[src/design/udmc_pkg.sv]
package udmc_pkg;

    // divide widths
    localparam logic [6:0] WIDTH_32 = 7'd32;
    localparam logic [6:0] WIDTH_64 = 7'd64;

    // highest dividend bit index the divider walks through
    localparam logic [7:0] DIV_TOP_BIT = 8'd129;

    typedef enum logic [2:0] {
        ST_IDLE,
        ST_CHECK,
        ST_COUNT,
        ST_DIV_LO,
        ST_DIV_HI,
        ST_REDUCE,
        ST_STRIP,
        ST_FINISH
    } state_t;

    // start of one division of (2^pa + 2^pc) by the divisor
    typedef struct packed {
        logic       start;
        logic [7:0] pa;
        logic [7:0] pc;
    } div_req_t;

    typedef struct packed {
        logic         done;
        logic [127:0] quot;
    } div_rsp_t;

endpackage

[src/design/udmc_div.sv]
module udmc_div (
    input  logic              clk,
    input  logic              rst_n,
    input  udmc_pkg::div_req_t req,
    input  logic [63:0]       divisor,
    output udmc_pkg::div_rsp_t rsp
);
    import udmc_pkg::*;

    logic         busy_reg;
    logic         done_reg;
    logic [7:0]   idx_reg;
    logic [7:0]   pa_reg;
    logic [7:0]   pc_reg;
    logic [63:0]  rem_reg;
    logic [127:0] quot_reg;

    logic         dbit;
    logic [64:0]  rem_sh;
    logic         take;
    logic [64:0]  rem_sub;

    // dividend bit at the current index: one power, or two equal ones
    always_comb
    begin
        if (pa_reg == pc_reg)
        begin
            dbit = (idx_reg == pa_reg + 8'd1);
        end
        else
        begin
            dbit = (idx_reg == pa_reg) || (idx_reg == pc_reg);
        end
        rem_sh  = {rem_reg, dbit};
        take    = (rem_sh >= {1'b0, divisor});
        rem_sub = rem_sh - {1'b0, divisor};
    end

    always_ff @(posedge clk or negedge rst_n)
    begin
        if (!rst_n)
        begin
            busy_reg <= 1'b0;
            done_reg <= 1'b0;
        end
        else
        begin
            done_reg <= 1'b0;
            if (req.start)
            begin
                busy_reg <= 1'b1;
            end
            else if (busy_reg && (idx_reg == 8'd0))
            begin
                busy_reg <= 1'b0;
                done_reg <= 1'b1;
            end
        end
    end

    always_ff @(posedge clk)
    begin
        if (req.start)
        begin
            idx_reg  <= DIV_TOP_BIT;
            pa_reg   <= req.pa;
            pc_reg   <= req.pc;
            rem_reg  <= '0;
            quot_reg <= '0;
        end
        else if (busy_reg)
        begin
            idx_reg  <= idx_reg - 8'd1;
            rem_reg  <= take ? rem_sub[63:0] : rem_sh[63:0];
            quot_reg <= {quot_reg[126:0], take};
        end
    end

    assign rsp.done = done_reg;
    assign rsp.quot = quot_reg;

endmodule

[src/design/unsigned_div_magic_coefficients.sv]
// channel  direction  handshake                 payload
// input    in         in_valid / in_stall       mode, divisor
// output   out        out_valid / out_stall     pre_shift, multiplier, post_shift,
//                                               add_variant, invalid
//
// one selection pass, from the accepting edge to the result in the output
// register: check, bit count, two 130-step restoring divisions on the shared
// one-bit-per-cycle divider, reduction and finish; the even-divisor retry adds
// trailing-zero stripping and a second pass
// a rejected divisor goes from the check state straight to finish, then to the output register
// in_stall is high from acceptance until the result is in the output register
// the output register holds a result until taken; a new beat can be accepted meanwhile
// rst_n clears the sequencer and output valid asynchronously
module unsigned_div_magic_coefficients (
    input  logic        clk,
    input  logic        rst_n,
    input  logic        in_valid,
    output logic        in_stall,
    input  logic        mode,
    input  logic [63:0] divisor,
    output logic        out_valid,
    input  logic        out_stall,
    output logic [5:0]  pre_shift,
    output logic [63:0] multiplier,
    output logic [6:0]  post_shift,
    output logic        add_variant,
    output logic        invalid
);
    import udmc_pkg::*;

    state_t       state_reg, state_next;
    logic         pass2_reg, pass2_next;
    logic         out_valid_reg, out_valid_next;

    logic         mode_reg, mode_next;
    logic [63:0]  d_reg, d_next;
    logic [63:0]  t_reg, t_next;
    logic [6:0]   b_reg, b_next;
    logic [6:0]   prec_reg, prec_next;
    logic [5:0]   pre_reg, pre_next;
    logic [6:0]   sh_reg, sh_next;
    logic [127:0] lo_reg, lo_next;
    logic [127:0] hi_reg, hi_next;
    logic [63:0]  res_mult_reg, res_mult_next;
    logic         res_high_reg, res_high_next;
    logic         res_inv_reg, res_inv_next;

    logic [5:0]   out_pre_reg, out_pre_next;
    logic [63:0]  out_mult_reg, out_mult_next;
    logic [6:0]   out_post_reg, out_post_next;
    logic         out_add_reg, out_add_next;
    logic         out_inv_reg, out_inv_next;

    div_req_t     req;
    div_rsp_t     rsp;

    logic [6:0]   width_n;
    logic [7:0]   nb;
    logic [63:0]  d_dec;
    logic         bad_div;
    logic         keep_halving;
    logic [63:0]  sel_mult;
    logic         sel_high;

    // shared restoring divider, one quotient bit per cycle
    udmc_div u_div (
        .clk     (clk),
        .rst_n   (rst_n),
        .req     (req),
        .divisor (d_reg),
        .rsp     (rsp)
    );

    always_comb
    begin
        width_n = mode_reg ? WIDTH_64 : WIDTH_32;
        nb      = {1'b0, width_n} + {1'b0, b_reg};
        d_dec   = d_reg - 64'd1;
        // zero, one, power of two, or too wide for the 32-bit mode
        bad_div = ((d_reg & d_dec) == 64'd0) || (d_reg == 64'd1)
                  || (!mode_reg && (d_reg[63:32] != 32'd0));
        // keep halving while mlow/2 < mhigh/2
        keep_halving = (sh_reg != 7'd0) && (lo_reg[127:1] < hi_reg[127:1]);
        if (mode_reg)
        begin
            sel_mult = hi_reg[63:0];
            sel_high = hi_reg[64];
        end
        else
        begin
            sel_mult = {32'd0, hi_reg[31:0]};
            sel_high = hi_reg[32];
        end
    end

    always_comb
    begin
        state_next     = state_reg;
        pass2_next     = pass2_reg;
        mode_next      = mode_reg;
        d_next         = d_reg;
        t_next         = t_reg;
        b_next         = b_reg;
        prec_next      = prec_reg;
        pre_next       = pre_reg;
        sh_next        = sh_reg;
        lo_next        = lo_reg;
        hi_next        = hi_reg;
        res_mult_next  = res_mult_reg;
        res_high_next  = res_high_reg;
        res_inv_next   = res_inv_reg;
        out_pre_next   = out_pre_reg;
        out_mult_next  = out_mult_reg;
        out_post_next  = out_post_reg;
        out_add_next   = out_add_reg;
        out_inv_next   = out_inv_reg;
        req            = '0;

        // output beat taken
        out_valid_next = out_valid_reg && out_stall;

        unique case (state_reg)
            ST_IDLE:
            begin
                if (in_valid)
                begin
                    mode_next  = mode;
                    d_next     = divisor;
                    state_next = ST_CHECK;
                end
            end
            ST_CHECK:
            begin
                pre_next   = 6'd0;
                pass2_next = 1'b0;
                prec_next  = width_n;
                if (bad_div)
                begin
                    sh_next       = 7'd0;
                    res_mult_next = 64'd0;
                    res_high_next = 1'b0;
                    res_inv_next  = 1'b1;
                    state_next    = ST_FINISH;
                end
                else
                begin
                    res_inv_next = 1'b0;
                    t_next       = d_reg;
                    b_next       = 7'd0;
                    state_next   = ST_COUNT;
                end
            end
            ST_COUNT:
            begin
                // bit length of the divisor, one bit a cycle
                if (t_reg != 64'd0)
                begin
                    t_next = {1'b0, t_reg[63:1]};
                    b_next = b_reg + 7'd1;
                end
                else
                begin
                    // mlow = 2^(n+b) / d, formed as two equal powers n+b-1
                    req.start  = 1'b1;
                    req.pa     = nb - 8'd1;
                    req.pc     = nb - 8'd1;
                    state_next = ST_DIV_LO;
                end
            end
            ST_DIV_LO:
            begin
                if (rsp.done)
                begin
                    lo_next    = rsp.quot;
                    // mhigh = (2^(n+b) + 2^(n+b-prec)) / d
                    req.start  = 1'b1;
                    req.pa     = nb;
                    req.pc     = nb - {1'b0, prec_reg};
                    state_next = ST_DIV_HI;
                end
            end
            ST_DIV_HI:
            begin
                if (rsp.done)
                begin
                    hi_next    = rsp.quot;
                    sh_next    = b_reg;
                    state_next = ST_REDUCE;
                end
            end
            ST_REDUCE:
            begin
                if (keep_halving)
                begin
                    lo_next = {1'b0, lo_reg[127:1]};
                    hi_next = {1'b0, hi_reg[127:1]};
                    sh_next = sh_reg - 7'd1;
                end
                else
                begin
                    res_mult_next = sel_mult;
                    res_high_next = sel_high;
                    if (!pass2_reg && sel_high && !d_reg[0])
                    begin
                        state_next = ST_STRIP;
                    end
                    else
                    begin
                        state_next = ST_FINISH;
                    end
                end
            end
            ST_STRIP:
            begin
                // trailing zeros of an even divisor become the pre-shift
                if (!d_reg[0])
                begin
                    d_next   = {1'b0, d_reg[63:1]};
                    pre_next = pre_reg + 6'd1;
                end
                else
                begin
                    prec_next  = width_n - {1'b0, pre_reg};
                    pass2_next = 1'b1;
                    t_next     = d_reg;
                    b_next     = 7'd0;
                    state_next = ST_COUNT;
                end
            end
            ST_FINISH:
            begin
                // wait for a free output register
                if (!out_valid_reg || !out_stall)
                begin
                    out_pre_next   = pre_reg;
                    out_mult_next  = res_mult_reg;
                    out_post_next  = sh_reg;
                    out_add_next   = res_high_reg;
                    out_inv_next   = res_inv_reg;
                    out_valid_next = 1'b1;
                    state_next     = ST_IDLE;
                end
            end
            default:
            begin
                state_next = ST_IDLE;
            end
        endcase
    end

    always_ff @(posedge clk or negedge rst_n)
    begin
        if (!rst_n)
        begin
            state_reg     <= ST_IDLE;
            pass2_reg     <= 1'b0;
            out_valid_reg <= 1'b0;
        end
        else
        begin
            state_reg     <= state_next;
            pass2_reg     <= pass2_next;
            out_valid_reg <= out_valid_next;
        end
    end

    // payload and working registers
    always_ff @(posedge clk)
    begin
        mode_reg     <= mode_next;
        d_reg        <= d_next;
        t_reg        <= t_next;
        b_reg        <= b_next;
        prec_reg     <= prec_next;
        pre_reg      <= pre_next;
        sh_reg       <= sh_next;
        lo_reg       <= lo_next;
        hi_reg       <= hi_next;
        res_mult_reg <= res_mult_next;
        res_high_reg <= res_high_next;
        res_inv_reg  <= res_inv_next;
        out_pre_reg  <= out_pre_next;
        out_mult_reg <= out_mult_next;
        out_post_reg <= out_post_next;
        out_add_reg  <= out_add_next;
        out_inv_reg  <= out_inv_next;
    end

    assign in_stall    = (state_reg != ST_IDLE);
    assign out_valid   = out_valid_reg;
    assign pre_shift   = out_pre_reg;
    assign multiplier  = out_mult_reg;
    assign post_shift  = out_post_reg;
    assign add_variant = out_add_reg;
    assign invalid     = out_inv_reg;

endmodule

[config.mk]
export PLATFORM = sky130hd
export DESIGN_NAME = unsigned_div_magic_coefficients
export DESIGN_NICKNAME = d
export VERILOG_FILES = /design/src/design/udmc_pkg.sv /design/src/design/udmc_div.sv /design/src/design/unsigned_div_magic_coefficients.sv
export SDC_FILE = /design/constraint.sdc
export NUM_CORES = 2
export LEC_CHECK = 0
export ABC_CLOCK_PERIOD_IN_PS = 12090
export BUFFER_PORTS_ARGS = -buffer_cell sky130_fd_sc_hd__buf_2
export CORE_UTILIZATION = 45
export CTS_CLUSTER_DIAMETER = 40
export DETAILED_ROUTE_END_ITERATION = 10
export GPL_TIMING_DRIVEN = 0
export PLACE_DENSITY_LB_ADDON = 0.3
export SYNTH_ARGS = -nofsm -noshare
export SYNTH_HDL_FRONTEND = slang
export SYNTH_SLANG_ARGS = --single-unit
[constraint.sdc]
create_clock -name clk -period 12.09 [get_ports clk]
set_input_delay 1.209 -clock clk [delete_from_list [all_inputs] [get_ports clk]]
set_output_delay 1.209 -clock clk [all_outputs]
set_load 0.005 [all_outputs]
==> results.sh <==
export IMPL_outcome="completed"
export IMPL_maxCapViolCount=0
export IMPL_start_kind="flip-flop"
export IMPL_p_leak_nw=17.9
export IMPL_setup_slack_ns=6.80
export IMPL_async_reset_ff_share_pct=0.899
export IMPL_drive_gt1_share_pct=9.74
export IMPL_synth_area_top_cells="edfxtp_1 44%, dfxtp_1 10%, ha_1 6.7%"
export IMPL_wl_per_cell_um=19.3
export IMPL_cts_setup_buffers=0
export IMPL_hold_buffers=0
export IMPL_synth_top_area_cell="edfxtp_1"
export IMPL_clk_pin_slew_ns=0.06
export IMPL_drt_wl_total_mm=104
export IMPL_cts_resized_gates=0
export IMPL_dp_hpwl_mm=76.6
export IMPL_cts_buffer_depth=3
export IMPL_drt_iter0_drc=2539
export IMPL_setup_viol=0
export IMPL_cts_tree="yes"
export IMPL_crit_family="compound AO/OA/AOI/OAI gates"
export IMPL_grt_remaining_overflow=0
export IMPL_maxClockFrequency_ghz=0.189
export IMPL_synth_edff_count=572
export IMPL_antenna_found_initial=2
export IMPL_diodes=0
export IMPL_rsz0062_at_grt="no"
export IMPL_worst_path_max_fanout=7
export IMPL_power_frac_comb_pct=0.5
export IMPL_core_um2=85800
export IMPL_skew_ns=0.0459
export IMPL_place_ws_ns=6.94
export IMPL_hold_class="input pin to async pin"
export IMPL_die_area_um2=88400
export IMPL_worstMarginPinSlew_ns=1.34
export IMPL_post_route_period_util_pct=43.8
export IMPL_p_per_area_nw_per_um2=135
export IMPL_hold_violations=0
export IMPL_period_minus_slack_ns=5.29
export IMPL_nets=4413
export IMPL_required_ns=12.70
export IMPL_track_usage_pct=23.1
export IMPL_fin_cells=5372
export IMPL_cts_sinks=779
export IMPL_synth_area_um2=39300
export IMPL_gp_congestion=0.964
export IMPL_dieHeight_um=297
export IMPL_pwr_share_seq_pct=45.6
export IMPL_syn_inst=3843
export IMPL_whs_ns=0.380
export IMPL_yosysSeqAreaShare_pct=54.4
export IMPL_drc_errors=0
export IMPL_slowest_delay_ns=0.63
export IMPL_yosysTopAreaCellShare_pct=43.8
export IMPL_first_pass_iters=6
export IMPL_ios=150
export IMPL_vias=30158
export IMPL_cts_made_buffers=113
export IMPL_clk_latency_ns=0.70
export IMPL_p_int_mw=4.86
export IMPL_syn2layout_area_growth_pct=16.8
export IMPL_yosysUniqueCellTypes=90
export IMPL_worstPathCellList="clkbuf_1 > nand3_1 > nor2_1 > nand3_1 > xnor2_1 > nor4_1 > a21oi_1 > ha_1 > fa_1 > nand2b_1 > a21oi_1 > nand2b_1 > a31oi_1 > o211ai_1 > a31oi_1 > o21ai_0 > a31oi_1 > mux2_2 > a21oi_1"
export IMPL_yosysMostFrequentCell="nand2_1"
export IMPL_cp_num_buf_inv=1
export IMPL_synth_net_count=4126
export IMPL_grt_max_degree=65
export IMPL_ys_warn_count=0
export IMPL_pwr_share_clk_pct=53.9
export IMPL_num_rows=107
export IMPL_grt_pass1_vias=28782
export IMPL_portBuffers=149
export IMPL_netSwitchingPower_mw=1.35
export IMPL_cts_root_buf="clkbuf_16"
export IMPL_swShare_pct=21.8
export IMPL_synth_ff_type="edfxtp_1"
export IMPL_avgViaCountPerCell=5.61
export IMPL_slew_headroom_pct=10.7
export IMPL_peakVddDrop_mv=0.119
export IMPL_grt_pass1_wl_mm=161
export IMPL_synth_common_cells="645 x nand2_1, 572 x edfxtp_1, 328 x o21ai_0"
export IMPL_antenna_left=0
export IMPL_syn_avg_cell_area_um2=10.2
export IMPL_start_util_pct=45.7
export IMPL_criticalPathCategory="flip-flop to flip-flop"
export IMPL_cp_arrival_ns=5.90
export IMPL_htreeDepth=3
export IMPL_slew_viol_final=0
export IMPL_placed_cells=5159
export IMPL_final_util_pct=53.4
export IMPL_cpMaxStageDelayCell="o21ai_0"
export IMPL_ys_ff_latch=779
export IMPL_endpoint_kind="flip-flop"
export IMPL_die_width_um=297
-- power by group through the flow --
stage	Combinational, mW	Sequential, mW	Clock, mW
floorplan	0.00919	2.89	0
finish	0.0294	2.84	3.35
CTS	0.0288	2.83	3.39
global route	0.0311	2.83	3.51
detailed placement	0.0287	2.89	0
global placement	0.0284	2.89	0
-- routing by layer --
metal	share of wire (%)	GRT usage [%]	up-vias	wire length [um]
met5	0	0	-	0
met4	3.0	8.19	0	3110
met3	7.5	4.04	192	7750
met2	44	35.4	1072	45900
met1	45	32.8	14541	47200
li1	-	-	14353	-
-- layout by cell type (no fill, tap or decap), types with 14 or more instances in the layout --
master        n
nand2_1     645
edfxtp_1    572
o21ai_0     326
nor2_1      319
inv_1       236
ha_1        211
dfxtp_1     200
clkbuf_1    191
a21oi_1     176
mux2i_1     175
buf_2       155
clkbuf_16   115
o31ai_1      73
nor3_1       71
xnor2_1      68
nand4_1      59
xor2_1       53
a21o_1       53
a211oi_1     49
nand3_1      47
nor4_1       35
a31oi_1      21
inv_6        19
o211ai_1     15
and3_1       14
o21a_1       14
o21bai_1     14
clkinvlp_4   14
-- metrics by stage --
step / power (mW) / TNS, ns / cell area, um^2
2_1_floorplan: 2.90 / 0 / 39300
3_3_place_gp: 2.92 / -726.31 / 41400
3_5_place_dp: 2.92 / 0 / 42000
4_1_cts: 6.25 / 0 / 45900
5_1_grt: 6.37 / 0 / 45900
6_report: 6.21 / 0 / 45900
-- final timing paths --
check	end	startpoint	slack [ns]	cells after the start
max	u_div.rem_reg[60]	u_div.pa_reg[2]	6.80	19
min	out_valid	rst_n	0.38	1
max reg2reg	u_div.rem_reg[60]	u_div.pa_reg[2]	6.80	19
min reg2reg	multiplier[20]	res_mult_reg[20]	0.42	0
max in group asynchronous	u_div.busy_reg	rst_n	11.47	1
min in group clk	multiplier[20]	res_mult_reg[20]	0.42	0
-- final cells by class --
class	count	area, um^2
clock inverters	85	951
repair buffers	172	1200
fillers	7468	40000
plain buffers	204	818
clock buffers	128	2950
multi-input cells	2621	16300
well taps	1144	1430
inverters	239	897
flip-flops and latches	779	21400
-- kinds of logic (layout without fill, tap and decap cells) --
family	count (synthesis)	in the layout	share of synthesized area [%]
xor gates and xnor gates	121	121	2.70
adders and majority gates	218	218	6.98
AOI/OAI and AO/OA	832	832	12.9
and+or+nand+nor	1272	1272	14.1
muxes	178	178	4.55
DFF	779	779	54.4
buffers and inverters	443	828	4.37
Note: power is estimated with default switching activity, not from simulation.
